## config.mk

```make
export PLATFORM = sky130hd
export DESIGN_NAME = sdp_sqrt
export DESIGN_NICKNAME = d
export VERILOG_FILES = /design/src/rtl/sdp_pkg.sv /design/src/rtl/sdp_sqrt.sv
export SDC_FILE = /design/constraint.sdc
export NUM_CORES = 2
export LEC_CHECK = 0
export BUFFER_PORTS_ARGS = -buffer_cell sky130_fd_sc_hd__buf_2
export CAP_MARGIN = 10
export CORE_MARGIN = 2
export CORE_UTILIZATION = 55
export CTS_CLUSTER_DIAMETER = 30
export DETAILED_ROUTE_END_ITERATION = 12
export GPL_TIMING_DRIVEN = 0
export PLACE_DENSITY = 0.72
export SKIP_CTS_REPAIR_TIMING = 1
export SLEW_MARGIN = 10
export SYNTH_ARGS = -nofsm -noshare
export SYNTH_HDL_FRONTEND = slang
export SYNTH_SLANG_ARGS = --single-unit
```

## constraint.sdc

```tcl
create_clock -name clk -period 8.95 [get_ports clk]
set_clock_uncertainty 0.05 [all_clocks]
set_input_delay 1.3425 -clock clk [delete_from_list [all_inputs] [get_ports clk]]
set_output_delay 1.3425 -clock clk [all_outputs]
set_load 0.01 [all_outputs]
```

## src/rtl/sdp_pkg.sv

```systemverilog
package sdp_pkg;

  // Working word of the datapath: every intermediate fits in 64 signed bits.
  typedef logic signed [63:0] dword_t;

  // Shift of the reciprocal used for exact division by a constant.
  localparam int RecipShift = 84;
  localparam int RecipWidth = 76;

  localparam int TempWidth = 20;
  localparam int SalWidth  = 19;
  localparam int DensWidth = 27;

  localparam int SqrtInWidth = 60;
  localparam int SqrtStages  = 15;

  localparam longint OutLow  = -64'sd16000000;
  localparam longint OutHigh = 64'sd40000000;

endpackage

```

## src/rtl/sdp_sqrt.sv

```systemverilog
module sdp_sqrt (
  input  logic                            clk,
  input  logic                            en,
  input  logic [sdp_pkg::SqrtInWidth-1:0] x,
  output sdp_pkg::dword_t                 root
);
  import sdp_pkg::*;

  typedef struct packed {
    logic [60:0] rem;
    logic [60:0] acc;
  } sq_t;

  function automatic sq_t sq_step(sq_t st, int unsigned sh);
    logic [60:0] bitv;
    logic [60:0] trial;
    sq_t res;
    bitv  = 61'(1) << sh;
    trial = st.acc + bitv;
    if (st.rem >= trial) begin
      res.rem = st.rem - trial;
      res.acc = (st.acc >> 1) + bitv;
    end else begin
      res.rem = st.rem;
      res.acc = st.acc >> 1;
    end
    return res;
  endfunction

  sq_t st [0:SqrtStages-1];
  logic [60:0] fin_next;

  // Two result bits per stage, most significant first.
  for (genvar j = 0; j < SqrtStages; j++) begin : g_stage
    sq_t src;
    sq_t mid;
    if (j == 0) begin : g_first
      assign src = '{rem: 61'(x), acc: 61'(0)};
    end else begin : g_next
      assign src = st[j-1];
    end
    assign mid = sq_step(src, 2 * (29 - 2 * j));
    always_ff @(posedge clk) begin
      if (en) begin
        st[j] <= sq_step(mid, 2 * (28 - 2 * j));
      end
    end
  end

  // Round to nearest: step up when the remainder exceeds the root.
  assign fin_next = st[SqrtStages-1].acc +
                    61'(st[SqrtStages-1].rem > st[SqrtStages-1].acc);

  always_ff @(posedge clk) begin
    if (en) begin
      root <= dword_t'(fin_next);
    end
  end

endmodule

```

==> metrics.md <==
| Metric | Value |
|---|---|
| Effective utilization at floorplan | `55.3%` |
| Post-synth EDFFs | `1186` |
| DRT iter0 DRCs | `6570` |
| Placed cell area | `84800 sq um` |
| Outcome | `complete, no violations` |
| R2R depth | `26` |
| Hold Path Depth | `0` |
| Routed len/inst | `22.8 um` |
| Post-synthesis mux area share | `1.57%` |
| Fin crit period | `8.78 ns` |
| CP Max Fanout | `10` |
| Startpoint Class | `flip-flop` |
| Clk slew on worst S/H paths | `0.05 ns` |
| Rel. slew slack | `12.1%` |
| Max stage delay on crit path | `0.84 ns` |
| Max Cap Viol | `0` |
| Setup slack after layout | `0.172 ns` |
| Most used flip-flop cell after synthesis | `edfxtp_1` |
| Max Buffers Root-to-Sink | `3` |
| Worst path slowest cell | `nor4_2` |
| Via count | `67.2k` |
| Post-Synth Simple-Gate Area | `18.1%` |
| Max Clk Rate | `114 MHz` |
| Power, Total | `0.0294 W` |
| Crit. End Element | `flip-flop` |
| Tightest Pin Transition | `1.31 ns` |
| Post-Synth Adder-Cell Area | `8.11%` |
| WP data arrival | `9.26 ns` |
| Gate Count Post-Synth | `8301` |
| Number of I/O port buffers | `92` |
| Vias in the first global route | `63.3k` |
| Finished Layout Cells | `10.8k` |
| H-tree depth | `4` |
| TritonCTS clock tree | `built` |
| Number of vias per cell | `6.24` |
| N_diodes | `0` |
| Compound-Gate Fraction of Synth Area | `15.5%` |
| Num CTS Buffers | `219` |
| Largest net degree at the start of global routing | `168` |
| Final Max Tran Viols | `0` |
| P&R area growth vs syn | `13.7%` |
| CP required | `9.43 ns` |
| Placer Congestion | `0.981` |
| All-Layer GR Usage | `31.5%` |
| WHS Endpoint | `st[1][382]$_DFFE_PP_` |
| Hpwl dp | `193 mm` |
| RSZ-0062 raised after global routing | `false` |
| Seq/Total Area, Yosys | `43.7%` |
| Final Instance Area | `92700 sq um` |
| Post-Place Setup Slack | `0.0220 ns` |
| Final number of hold-violating endpoints | `0` |
| Xor and xnor fraction of the mapped netlist area | `9.30%` |
| Clock Sink Count | `1186` |
| First-pass GRT wire length | `371 mm` |
| Die Height | `389 um` |
| Area contributors post-synth | `edfxtp_1 (44%), ha_1 (8.1%), xnor2_1 (5.8%)` |
| Finish-stage setup viols | `0` |
| Mean Syn Cell Area | `9.83 sq um` |
| Synth top area share | `43.7%` |
| Total gr overflow | `0` |
| Final Net Count | `9246` |
| Yosys warns | `0` |
| Peak VDD IR | `0.267 mV` |
| Placed Cells | `10.4k` |
| Crit path buffers/inverters | `7` |
| Final period util | `98.1%` |
| Initial antenna violation count | `6` |
| Worst hold-check path type | `reg2reg` |
| Reg-to-reg endpoint | `st[1][566]$_DFFE_PP_` |
| Root buf cell | `clkbuf_16` |
| Largest family of logic cells by synthesized area | `simple AND/OR/NAND/NOR gates` |
| Leakage | `36.1 nW` |
| Flop2flop setup slack | `0.17 ns` |
| Core Region | `147000 sq um` |
| CP delay by family, top | `simple AND/OR/NAND/NOR gates` |
| Cell Rows | `141` |
| IO Count | `126` |
| Residual DRC | `0` |
| Yosys cell types | `107` |
| Die width | `389 um` |
| 1st-pass router iterations | `6` |
| R2R Path Start | `st[1][383]$_DFFE_PP_` |
| Mapped Area | `81600 sq um` |
| Routed Antenna Nets | `0` |
| Share of cells above drive strength 1 | `8.75%` |
| Power Dens Cells | `317 nW/um^2` |
| WS Path Type | `reg2reg` |
| Final wirelength | `246 mm` |
| Post-synth top area cell | `edfxtp_1` |
| Synth Register Bits | `1186` |
| Asr flop ratio synth | `0%` |
| Hold_sp | `st[1][262]$_DFFE_PP_` |
| Worst-Skew Late Latency | `0.86 ns` |
| Die area | `151000 sq um` |
[synthesized netlist by cell type, types with 79 or more instances]
| library cell | n |
|---|---|
| nand2_1 | 632 |
| xnor2_1 | 543 |
| xor2_1 | 321 |
| or3_1 | 86 |
| nor3_1 | 240 |
| a21o_1 | 276 |
| ha_1 | 529 |
| inv_1 | 465 |
| nor2_1 | 685 |
| nand2b_1 | 81 |
| edfxtp_1 | 1186 |
| nand3_1 | 206 |
| clkbuf_1 | 199 |
| nand4_1 | 207 |
| mux2_2 | 92 |
| a21oi_1 | 628 |
| o21a_1 | 101 |
| o21ai_0 | 374 |
| and3_1 | 79 |
| nor4_1 | 228 |
[logic make-up (layout without fill, tap and decap cells)]
group                      after synthesis  in the layout
muxes                                  115            115
other                                    1             33
and+or+nand+nor                       2880           2880
adders and majority gates              529            529
AOI/OAI and AO/OA                     1971           1971
DFF                                   1186           1186
xor gates and xnor gates               865            865
buffers and inverters                  754           1270
[metal layers]
metal	up-vias	track usage, %	share of wire, %
met4	0	8.41	2.4
met1	32543	44.7	45
met3	362	5.41	7.5
met2	2567	49.8	45
met5	-	0	0
li1	31752	-	-
[registers in the layout, indices dropped and copies added (netlist names)]
name and flops:
st 1155, root 31
[power breakdown]
part	leakage (nW)	total (W)	switching, W	internal [W]
clock	3.76	0.00861	0.00313	0.00548
combinational	21.0	0.0124	0.00756	0.00480
sequential	11.4	0.00840	0.000834	0.00756
total	36.1	0.0294	0.0115	0.0178
[how the worst max path moves through the flow]
stage	startpoint	end	slack, ns	cells past startpoint
after global routing	st[1][154]$_DFFE_PP_	st[1][330]$_DFFE_PP_	0.007	25
after global placement	en	st[1][839]$_DFFE_PP_	-11.43	1
after CTS	st[0][961]$_DFFE_PP_	st[1][88]$_DFFE_PP_	-0.05	24
after detailed placement	st[0][961]$_DFFE_PP_	st[1][88]$_DFFE_PP_	0.02	24
after floorplan	st[1][358]$_DFFE_PP_	st[1][452]$_DFFE_PP_	2.53	26
final	st[1][383]$_DFFE_PP_	st[1][566]$_DFFE_PP_	0.17	26
[final cells by class]
| class | instances | area (sq um) |
|---|---|---|
| repair buffers | 101 | 684 |
| clock buffers | 235 | 5560 |
| plain buffers | 281 | 1250 |
| flip-flops and latches | 1186 | 35600 |
| clock inverters | 180 | 2320 |
| multi-input cells | 6393 | 43100 |
| inverters | 473 | 1780 |
| fillers | 12074 | 54800 |
| well taps | 1930 | 2410 |
[layout by cell type, fill, tap and decap left out, types with 53 or more instances in the layout]
master     count
mux2_2        92
nor2_1       685
nand4_1      207
nor3_1       237
and3_1        79
o21a_1       101
buf_2        117
inv_1        465
nand2_1      632
nor2b_1       73
a21oi_1      628
xnor2_1      543
clkbuf_16    220
and2_1        56
o21bai_1      60
nand2b_1      81
xor2_1       321
a31oi_1       53
nor4_1       223
a211oi_1      60
clkbuf_1     209
edfxtp_1    1186
a21o_1       276
or4_1         59
ha_1         529
o21ai_0      374
or3_1         86
nand3_1      206
[metrics by stage]
stage                     setup TNS (ns)  hold slack (ns)  util (%)
after global routing                   0            0.359      62.9
final                                  0            0.360      62.9
after detailed placement               0            0.380      57.5
after CTS                        -0.0522            0.354      62.8
after global placement                 -            0.376      57.3
after floorplan                        0            0.367         -
Note: power is estimated with default switching activity, not from simulation.
