$ cat src/rtl/sdp_delay.sv
module sdp_delay #(
  parameter int Width = 64,
  parameter int Depth = 4
) (
  input  logic             clk,
  input  logic             en,
  input  logic [Width-1:0] d,
  output logic [Width-1:0] q
);

  logic [Width-1:0] taps [0:Depth-1];

  always_ff @(posedge clk) begin
    if (en) begin
      taps[0] <= d;
      for (int i = 1; i < Depth; i++) begin
        taps[i] <= taps[i-1];
      end
    end
  end

  assign q = taps[Depth-1];

endmodule

$ cat config.mk
export PLATFORM = sky130hd
export DESIGN_NAME = sdp_delay
export DESIGN_NICKNAME = d
export VERILOG_FILES = /design/src/rtl/sdp_delay.sv
export SDC_FILE = /design/constraint.sdc
export NUM_CORES = 1
export LEC_CHECK = 0
export ABC_AREA = 0
export BUFFER_PORTS_ARGS = -buffer_cell sky130_fd_sc_hd__buf_2
export CORE_AREA = 2 2 230 119
export DETAILED_ROUTE_END_ITERATION = 7
export DIE_AREA = 0 0 232 121
export PLACE_DENSITY = 0.5
export SETUP_SLACK_MARGIN = 0.3
export SLEW_MARGIN = 20
export SYNTH_ARGS = -nofsm -noshare
export SYNTH_HDL_FRONTEND = slang
export SYNTH_SLANG_ARGS = --single-unit
$ cat constraint.sdc
create_clock -name clk -period 1.7 [get_ports clk]
set_input_delay 0 -clock clk [delete_from_list [all_inputs] [get_ports clk]]
set_output_delay 0 -clock clk [all_outputs]
set_load 0.005 [all_outputs]
==> reports/metrics.cfg, run 1 <==
[worst_setup_path]
worstPathRequired_ns = 1.88
start_kind = input pin
crit_arrival_ns = 1.27
crit_type = in2reg
worstPathMaxFanout = 54
endpoint_kind = register

[clock_tree]
cts-buffers-inserted = 23
cts-resized-gates = 0
htree_num_levels = 1
cts-root-buf = clkbuf_16
clk_latency_ns = 0.50
cts_setup_buffers = 0
cts.sink_count = 256
clk_pin_slew_worst_paths_ns = 0.06
cts_max_path_buffers = 3
cts_hold_buf = 65
cts_tree = done

[placed_design]
dp_hpwl_um = 6840
port_buffers = 129
place_congestion = 0.739
pre_cts_ws_ns = 0.677

[final_layout]
area_growth_pct = 32.9
top_register = taps
diodes = 0
fillers = 2352
drive_gt1_share_pct = 33.7
multi_input_gates = 0
largest_register_ffs = 256
multiInputGateArea_um2 = 0
top_regs = taps x256
nets = 551

[logic_synthesis]
yosysSeqAreaShare_pct = 100
synthMuxAreaShare_pct = 0
avgSynthCellArea_um2 = 30.0
synth_xor_area_share_pct = 0
yosys_register_bits = 256
synth_cell_types = 1
synth_fp_nets = 322
syn_inst = 256
yosysWarnings = 0
netlist_area_um2 = 7690
synthSimpleGateAreaFrac_pct = 0
synth-compound-area-share_pct = 0
synth-adder-area-share_pct = 0

[die]
initial_core_util_pct = 29.6
fp.dieArea_um2 = 28100
rows = 42
core_area_um2 = 26000
die_w_um = 232
die_y_um = 121
ios = 130

[sta]
fin_ws_ns = 0.603
fmax_mhz = 911
fin_crit_ns = 1.10
rsz0062_at_grt = no
worstMarginPinSlew_ns = 0.366
skew_ns = 0.00642
tns_ns = 0
final.period_utilization_pct = 64.5
hold_viol_final = 0
drv_slew = 0
slew_headroom_pct = 75.6
hold_slack_ns = 0.194
setup_viol = 0

[grt]
met1_usage_pct = 11.2
use_met2_pct = 11.9
grt_start_max_net_pins = 55
grt_usage_pct = 8.25
top_usage_layer = met2
gr-total-overflow = 0
met3_usage_pct = 3.43
grt_pass1_vias = 3320
antenna_found_initial = 0
grt_pass1_wl_um = 17700

[detailed_routing]
antenna_left = 0
post-route-drc-count = 0
drtPass1Iterations = 4
drt_iter0_drc = 245
vias = 3231
viasPerCell = 3.80
post_drt_wl_per_cell_um = 13.7
wl_um = 11600

[power]
pwr-share-comb_pct = 3.5
switchingPower_mw = 2.41
vdd_drop_max_uv = 718
pwr-share-seq_pct = 59.3
switching_share_pct = 18.9
internal_power_mw = 10.3
p_per_area_nw_per_um2 = 1240
power_frac_clock_pct = 37.2
leakagePower_nw = 3.68

[run_status]
status = complete, no violations

[hold_path]
hold_class = in2reg

[run]
drv_cap = 0

## cells in the final DEF, fill, tap and decap left out
cell and count:
dlygate4sd3_1 65, clkinv_2 4, clkinv_1 3, buf_2 128
clkinvlp_4 1, buf_8 1, bufinv_16 1, buf_4 7
clkbuf_16 23, clkbuf_1 7, edfxtp_1 256, buf_12 3
## worst paths after layout
check	startpoint	to	slack (ns)	cells past startpoint
worst max-delay path	en	taps[3][36]	0.60	3
worst max register to register	taps[0][17]	taps[1][17]	1.05	0
worst min register to register	taps[2][13]	taps[3][13]	0.42	0
worst min-delay path	d[34]	taps[0][34]	0.19	2
## power by group through the flow
stage | combinational (mW) | clock (mW) | sequential [mW]
floorplan | 0 | 0 | 7.65
global placement | 0.325 | 0 | 7.67
detailed placement | 0.333 | 0 | 7.68
CTS | 0.453 | 4.96 | 7.55
global route | 0.485 | 5.22 | 7.58
finish | 0.441 | 4.73 | 7.54
## logic make-up (layout without fill, tap and decap cells)
kind of cell	count (synthesis)	after routing
buffers and inverters	0	243
flip-flops	256	256
## Yosys cell counts, drive strengths merged
cell,n,area share (%)
edfxtp,256,100
## per-layer routing
layer,share of wire [%],up-vias
met3,7.6,27
met5,0,-
li1,-,1508
met2,43,98
met1,47,1598
met4,2.9,0
## through the flow
step | std cells | area (um2) | util [%] | total power, mW
floorplan | 256 | 7690 | - | 7.65
global placement | 747 | 8900 | 34.2 | 7.99
detailed placement | 747 | 8900 | 34.2 | 8.01
CTS | 851 | 10200 | 39.3 | 13.0
global route | 851 | 10200 | 39.3 | 13.3
finish | 851 | 10200 | 39.3 | 12.7
## critical path: stages
cell and delay (ns):
dlygate4sd3_1 0.56, buf_8 0.32, buf_12 0.32
## final cells by class
class | instances | area (um2) | area share [%]
clock inverter | 9 | 68.8 | 0.674
clock buffer | 30 | 602 | 5.89
tap | 352 | 440 | 4.31
sequential | 256 | 7690 | 75.2
timing repair buffer | 204 | 1420 | 13.9
No activity file was read; power rests on OpenSTA's default activity.
==> run 2, diff against run 1 <==
--- a/config.mk
+++ b/config.mk
@@ -5,7 +5,7 @@
 export SDC_FILE = /design/constraint.sdc
 export NUM_CORES = 1
 export LEC_CHECK = 0
-export ABC_AREA = 0
+export ABC_AREA = 1
 export BUFFER_PORTS_ARGS = -buffer_cell sky130_fd_sc_hd__buf_2
 export CORE_AREA = 2 2 230 119
 export DETAILED_ROUTE_END_ITERATION = 7
==> constraint.sdc (replaced) <==
create_clock -name clk -period 1.1 [get_ports clk]
set_input_delay 0 -clock clk [delete_from_list [all_inputs] [get_ports clk]]
set_output_delay 0 -clock clk [all_outputs]
set_load 0.005 [all_outputs]
==> run 2 against run 1 <==
Compared with the run above:
- the run now ends with negative hold slack left
- clock power increased by 64%
- total power increased by 58%
- sequential power increased by 55%
- largest cell class unchanged
- non-clock buffer count decreased by 1
- clock skew increased by 0.0015 ns
- first-iteration DRC count decreased by 0.82%
- worst setup slack got worse by 0.59 ns
- sequential share of layout area decreased by 0.67 points
- wire length increased by 1.6%
- die area unchanged
- sequential cell count unchanged
- register-to-register slack got worse by 0.62 ns
==> reports/metrics.cfg, run 2 (same netlist as run 1, synthesis figures left out) <==
[hold_path]
hold_end = taps[0][32]  ; was taps[0][34]
hold_start = en  ; was d[34]
hold_path_depth = 1  ; was 2
hold_class = in2reg  ; unchanged

[die]
ios = 130  ; unchanged
core_area_um2 = 26000  ; unchanged
rows = 42  ; unchanged
die_w_um = 232  ; unchanged
fp.dieArea_um2 = 28100  ; unchanged
die_y_um = 121  ; unchanged
initial_core_util_pct = 29.6  ; unchanged

[worst_setup_path]
endpoint_kind = output port  ; was register
crit_family = flip-flops  ; was buffers and inverters
r2r_start = taps[2][55]  ; was taps[0][17]
crit_buf_inv = 1  ; was 3
crit_type = reg2out  ; was in2reg
rrSetupSlack_ns = 0.43  ; was 1.05 ns
worstPathMaxFanout = 1  ; was 54
worstPathRequired_ns = 1.10  ; was 1.88 ns
slowest_delay_ns = 0.43  ; was 0.56 ns
r2r_cells = 0  ; unchanged
worstReg2RegEnd = taps[3][55]  ; was taps[1][17]
crit_path_cell_trace = buf_2  ; was dlygate4sd3_1 > buf_8 > buf_12
crit_arrival_ns = 1.08  ; was 1.27 ns
worst_path_max_delay_cell = edfxtp_1  ; was dlygate4sd3_1
start_kind = register  ; was input pin

[run_status]
violations = negative hold slack
status = complete, but fails checks  ; was complete, no violations

[detailed_routing]
viasPerCell = 3.77  ; was 3.80
antenna_left = 0  ; unchanged
drtPass1Iterations = 4  ; unchanged
wl_um = 11800  ; was 11600 um
post_drt_wl_per_cell_um = 13.9  ; was 13.7 um
drt_iter0_drc = 243  ; was 245
vias = 3204  ; was 3231
post-route-drc-count = 0  ; unchanged

[power]
power_frac_clock_pct = 38.6  ; was 37.2%
switching_share_pct = 18.6  ; was 18.9%
internal_power_mw = 16.4  ; was 10.3 mW
leakagePower_nw = 3.71  ; was 3.68 nW
pwr-share-seq_pct = 57.9  ; was 59.3%
pwr-share-comb_pct = 3.5  ; about the same
p_per_area_nw_per_um2 = 1950  ; was 1240 nW/um2
switchingPower_mw = 3.74  ; was 2.41 mW
vdd_drop_max_uv = 1220  ; was 718 uV

[final_layout]
fin_util_pct = 39.6  ; was 39.3%
stdcell_count = 849  ; was 851
multiInputGateArea_um2 = 0  ; unchanged
diodes = 0  ; unchanged
multi_input_gates = 0  ; unchanged
top_regs = taps x256  ; unchanged
final_cell_mix = edfxtp_1 (256), buf_2 (124), dlygate4sd3_1 (64)  ; was edfxtp_1 (256), buf_2 (128), dlygate4sd3_1 (65)
top_register = taps  ; unchanged
drive_gt1_share_pct = 34.0  ; was 33.7%
largest_register_ffs = 256  ; unchanged
nets = 550  ; was 551
layout_commonest_cell = edfxtp_1  ; unchanged
area_growth_pct = 34.1  ; was 32.9%

[grt]
gr-total-overflow = 0  ; unchanged
grt_pass1_wl_um = 17700  ; about the same
grt_usage_pct = 8.36  ; was 8.25%
grt_pass1_vias = 3266  ; was 3320
antenna_found_initial = 0  ; unchanged
grt_start_max_net_pins = 47  ; was 55

[sta]
setup_viol = 0  ; unchanged
final.period_utilization_pct = 98.6
fin_ws_ns = 0.0159  ; was 0.603 ns
skew_ns = 0.00794  ; was 0.00642 ns
worstMarginPinSlew_ns = 0.298  ; was 0.366 ns
slew_headroom_pct = 80.1  ; was 75.6%
fin_crit_ns = 1.08
hold_slack_ns = -0.116  ; was 0.194 ns
drv_slew = 0  ; unchanged
fmax_mhz = 922
rsz0062_at_grt = yes  ; was no
hold_viol_final = 15  ; was 0

[clock_tree]
cts_setup_buffers = 0  ; unchanged
cts_tree = done  ; unchanged
htree_num_levels = 1  ; unchanged
cts-buffers-inserted = 23  ; unchanged
clk_pin_slew_worst_paths_ns = 0.06  ; about the same
cts_hold_buf = 64  ; was 65
clk_latency_ns = 0.50  ; about the same
cts_max_path_buffers = 3  ; unchanged
cts-root-buf = clkbuf_16  ; unchanged
cts.sink_count = 256  ; unchanged

[placed_design]
pre_cts_ws_ns = 0.179  ; was 0.677 ns
place_congestion = 0.722  ; was 0.739
dp_hpwl_um = 7180  ; was 6840 um
port_buffers = 129  ; unchanged
placed_cells = 747  ; unchanged

[run]
drv_cap = 0  ; unchanged

## run 2: cell count changes in the layout (fill, tap and decap cells not counted), sizes merged
cell         previous run  this run
bufinv                  1         3
clkbuf                 30        25
clkinv                  7         8
dlygate4sd3            65        64
inv                     0         1
## run 2: layout make-up
class	instances	area, um2
Fill cell	2337	15700
Sequential cell	256	7690
Timing Repair Buffer	203	1460
Clock buffer	25	583
Tap cell	352	440
Clock inverter	13	139
## run 2: repair_timing
action | in CTS | in global routing
endpoints found under the hold margin | 79 | 15
pin swaps | 0 | 0
resized for setup | 4 | 1
setup endpoints to repair | 64 | 64
## run 2: worst max-delay path by stage
| stage | to | cells after the start | slack, ns | startpoint |
|---|---|---|---|---|
| after global placement | taps[3][45] | 2 | 0.20 | en |
| after floorplan | taps[1][0] | 0 | 0.51 | taps[0][0] |
| final | q[34] | 1 | 0.02 | taps[3][34] |
| after detailed placement | taps[3][54] | 2 | 0.18 | en |
| after global routing | q[33] | 1 | -0.05 | taps[3][33] |
| after CTS | q[34] | 1 | -0.01 | taps[3][34] |
## run 2: routing by layer
layer	up-vias	part of all wire [%]	GRT usage (%)
li1	1502	-	-
met1	1585	47	11.3
met2	95	45	12.6
met3	22	7.0	3.29
met4	0	1.9	2.04
met5	-	0	0
## run 2: through the flow
step / area (um2) / hold slack, ns / total power [mW] / setup TNS [ns]
floorplan: 7690 / 0.0989 / 11.8 / 0
global placement: 8920 / 0.177 / 12.4 / 0
detailed placement: 8920 / 0.178 / 12.4 / 0
CTS: 10300 / -0.133 / 20.4 / -0.0256
global route: 10300 / -0.132 / 21.0 / -0.131
finish: 10300 / -0.116 / 20.1 / 0
## run 2: power groups by stage
stage	clock network (mW)	logic (mW)	registers, mW
2_1_floorplan	0	0	11.8
3_3_place_gp	0	0.526	11.8
3_5_place_dp	0	0.540	11.9
4_1_cts	8.04	0.726	11.7
5_1_grt	8.47	0.777	11.7
6_report	7.76	0.707	11.7
==> run 3, diff against run 2 <==
--- a/config.mk
+++ b/config.mk
@@ -7,9 +7,11 @@
 export LEC_CHECK = 0
 export ABC_AREA = 1
 export BUFFER_PORTS_ARGS = -buffer_cell sky130_fd_sc_hd__buf_2
+export CAP_MARGIN = 20
 export CORE_AREA = 2 2 230 119
 export DETAILED_ROUTE_END_ITERATION = 7
 export DIE_AREA = 0 0 232 121
+export MAX_ROUTING_LAYER = met4
 export PLACE_DENSITY = 0.5
 export SETUP_SLACK_MARGIN = 0.3
 export SLEW_MARGIN = 20
==> run 3 against run 2 <==
Compared with the run above:
- clock power is essentially flat
- highest routed layer unchanged
- combinational power hardly changed
- final area about the same
- critical path type unchanged
- the flow still finishes with violations (negative hold slack)
- hold slack worse by 0.00081 ns
- critical path depth unchanged
- total power barely moved
- sequential power barely moved
==> reports/metrics.cfg, run 3 (same netlist as run 1, synthesis figures left out) <==
[clock_tree]
cts_tree = done  ; unchanged
cts-root-buf = clkbuf_16  ; unchanged
cts-buffers-inserted = 23  ; unchanged
cts_hold_buf = 64  ; unchanged
cts_max_path_buffers = 3  ; unchanged
clk_pin_slew_worst_paths_ns = 0.06  ; about the same
htree_num_levels = 1  ; unchanged
clk_latency_ns = 0.50  ; about the same
cts.sink_count = 256  ; unchanged

[power]
vdd_drop_max_uv = 1220  ; about the same
p_per_area_nw_per_um2 = 1950  ; about the same
leakagePower_nw = 3.71  ; about the same
finalPower_mw = 20.1  ; about the same

[sta]
worstMarginPinSlew_ns = 0.297  ; was 0.298 ns
hold_viol_final = 15  ; unchanged
hold_slack_ns = -0.117  ; was -0.116 ns
fmax_mhz = 922  ; about the same
tns_ns = 0  ; unchanged
setup_viol = 0  ; unchanged
fin_crit_ns = 1.09  ; was 1.08 ns
drv_slew = 0  ; unchanged
slew_headroom_pct = 80.2  ; was 80.1%
skew_ns = 0.00865  ; was 0.00794 ns
fin_ws_ns = 0.0150  ; was 0.0159 ns
final.period_utilization_pct = 98.6  ; about the same
rsz0062_at_grt = yes  ; unchanged

[worst_setup_path]
crit_buf_inv = 1  ; unchanged
crit_path_cell_trace = buf_2  ; unchanged
worst-path-stages = 1  ; unchanged
worstPathMaxFanout = 1  ; unchanged
endpoint_kind = output port  ; unchanged
crit_type = reg2out  ; unchanged
crit_family = flip-flops  ; unchanged
worstPathRequired_ns = 1.10  ; about the same
slowest_delay_ns = 0.43  ; about the same
worst_path_max_delay_cell = edfxtp_1  ; unchanged
crit_arrival_ns = 1.09  ; was 1.08 ns
start_kind = register  ; unchanged
r2r_cells = 0  ; unchanged

[detailed_routing]
drtPass1Iterations = 4  ; unchanged
wl_um = 11800  ; about the same
vias = 3186  ; was 3204
drt_iter0_drc = 216  ; was 243
post-route-drc-count = 0  ; unchanged
viasPerCell = 3.75  ; was 3.77
antenna_left = 0  ; unchanged
post_drt_wl_per_cell_um = 13.9  ; about the same

[placed_design]
pre_cts_ws_ns = 0.179  ; unchanged
port_buffers = 129  ; unchanged
dp_hpwl_um = 7180  ; unchanged
place_area_um2 = 8920  ; unchanged
place_congestion = 0.730  ; was 0.722
placed_cells = 747  ; unchanged

[final_layout]
stdcell_count = 850  ; was 849
regArea_um2 = 7690  ; unchanged
largest_register_ffs = 256  ; unchanged
top_register = taps  ; unchanged
multi_input_gates = 0  ; unchanged
drive_gt1_share_pct = 34.0  ; unchanged
final_cell_mix = edfxtp_1 (256), buf_2 (124), dlygate4sd3_1 (64)  ; unchanged
layout_commonest_cell = edfxtp_1  ; unchanged
fillers = 2336  ; was 2337
top_regs = taps x256  ; unchanged
area_growth_pct = 34.1  ; about the same
nets = 550  ; unchanged
fin_area_um2 = 10300  ; about the same
multiInputGateArea_um2 = 0  ; unchanged

[grt]
grt_pass1_wl_um = 17700  ; about the same
gr-total-overflow = 0  ; unchanged
grt_usage_pct = 8.62  ; was 8.36%
grt_start_max_net_pins = 47  ; unchanged
antenna_found_initial = 1  ; was 0
grt_pass1_vias = 3259  ; was 3266

[die]
initial_core_util_pct = 29.6  ; unchanged
fp.dieArea_um2 = 28100  ; unchanged
core_area_um2 = 26000  ; unchanged
die_y_um = 121  ; unchanged
die_w_um = 232  ; unchanged
ios = 130  ; unchanged
rows = 42  ; unchanged

[hold_path]
hold_path_depth = 1  ; unchanged
hold_class = in2reg  ; unchanged

[run_status]
violations = negative hold slack  ; unchanged
status = complete, but fails checks  ; unchanged

[run]
drv_cap = 0  ; unchanged

-- run 3: changes by cell type in the layout (fill, tap and decap cells not counted), sizes merged --
cell	previous run	this run
diode	0	1
-- run 3: report_power, final --
| group | internal, mW | switching (mW) |
|---|---|---|
| Combinational | 0.371 | 0.335 |
| Sequential | 11.5 | 0.160 |
| Clock | 4.51 | 3.24 |
-- run 3: stage by stage --
| stage | hold WS [ns] | util, % |
|---|---|---|
| floorplan | 0.0989 | - |
| CTS | -0.133 | 39.6 |
| global route | -0.132 | 39.6 |
| finish | -0.117 | 39.6 |
| global placement | 0.177 | 34.3 |
| detailed placement | 0.178 | 34.3 |
-- run 3: repair_timing --
action	CTS	global route
buffers inserted	0	0
hold endpoints to repair	79	15
resized for setup	4	1
endpoints found under the setup margin	64	64
-- run 3: worst paths after layout --
| check | startpoint | endpoint | slack, ns |
|---|---|---|---|
| setup reg to reg | taps[2][55] | taps[3][55] | 0.43 |
| hold / removal | en | taps[0][32] | -0.12 |
| setup / recovery | taps[3][34] | q[34] | 0.01 |
| hold reg to reg | taps[0][25] | taps[1][25] | 0.41 |
-- run 3: cell type report --
class                   instances  area share [%]
flip-flops and latches        256            74.6
diodes                          1          0.0243
well taps                     352            4.27
clock inverters                13            1.35
repair buffers                203            14.1
clock buffers                  25            5.65
-- run 3: routing by layer --
layer / track usage (%) / wire, um / vias to the layer above
met5: - / 0 / -
met4: 2.04 / 224 / 0
met3: 3.22 / 822 / 19
met2: 12.6 / 5300 / 93
met1: 11.4 / 5460 / 1570
li1: - / - / 1504
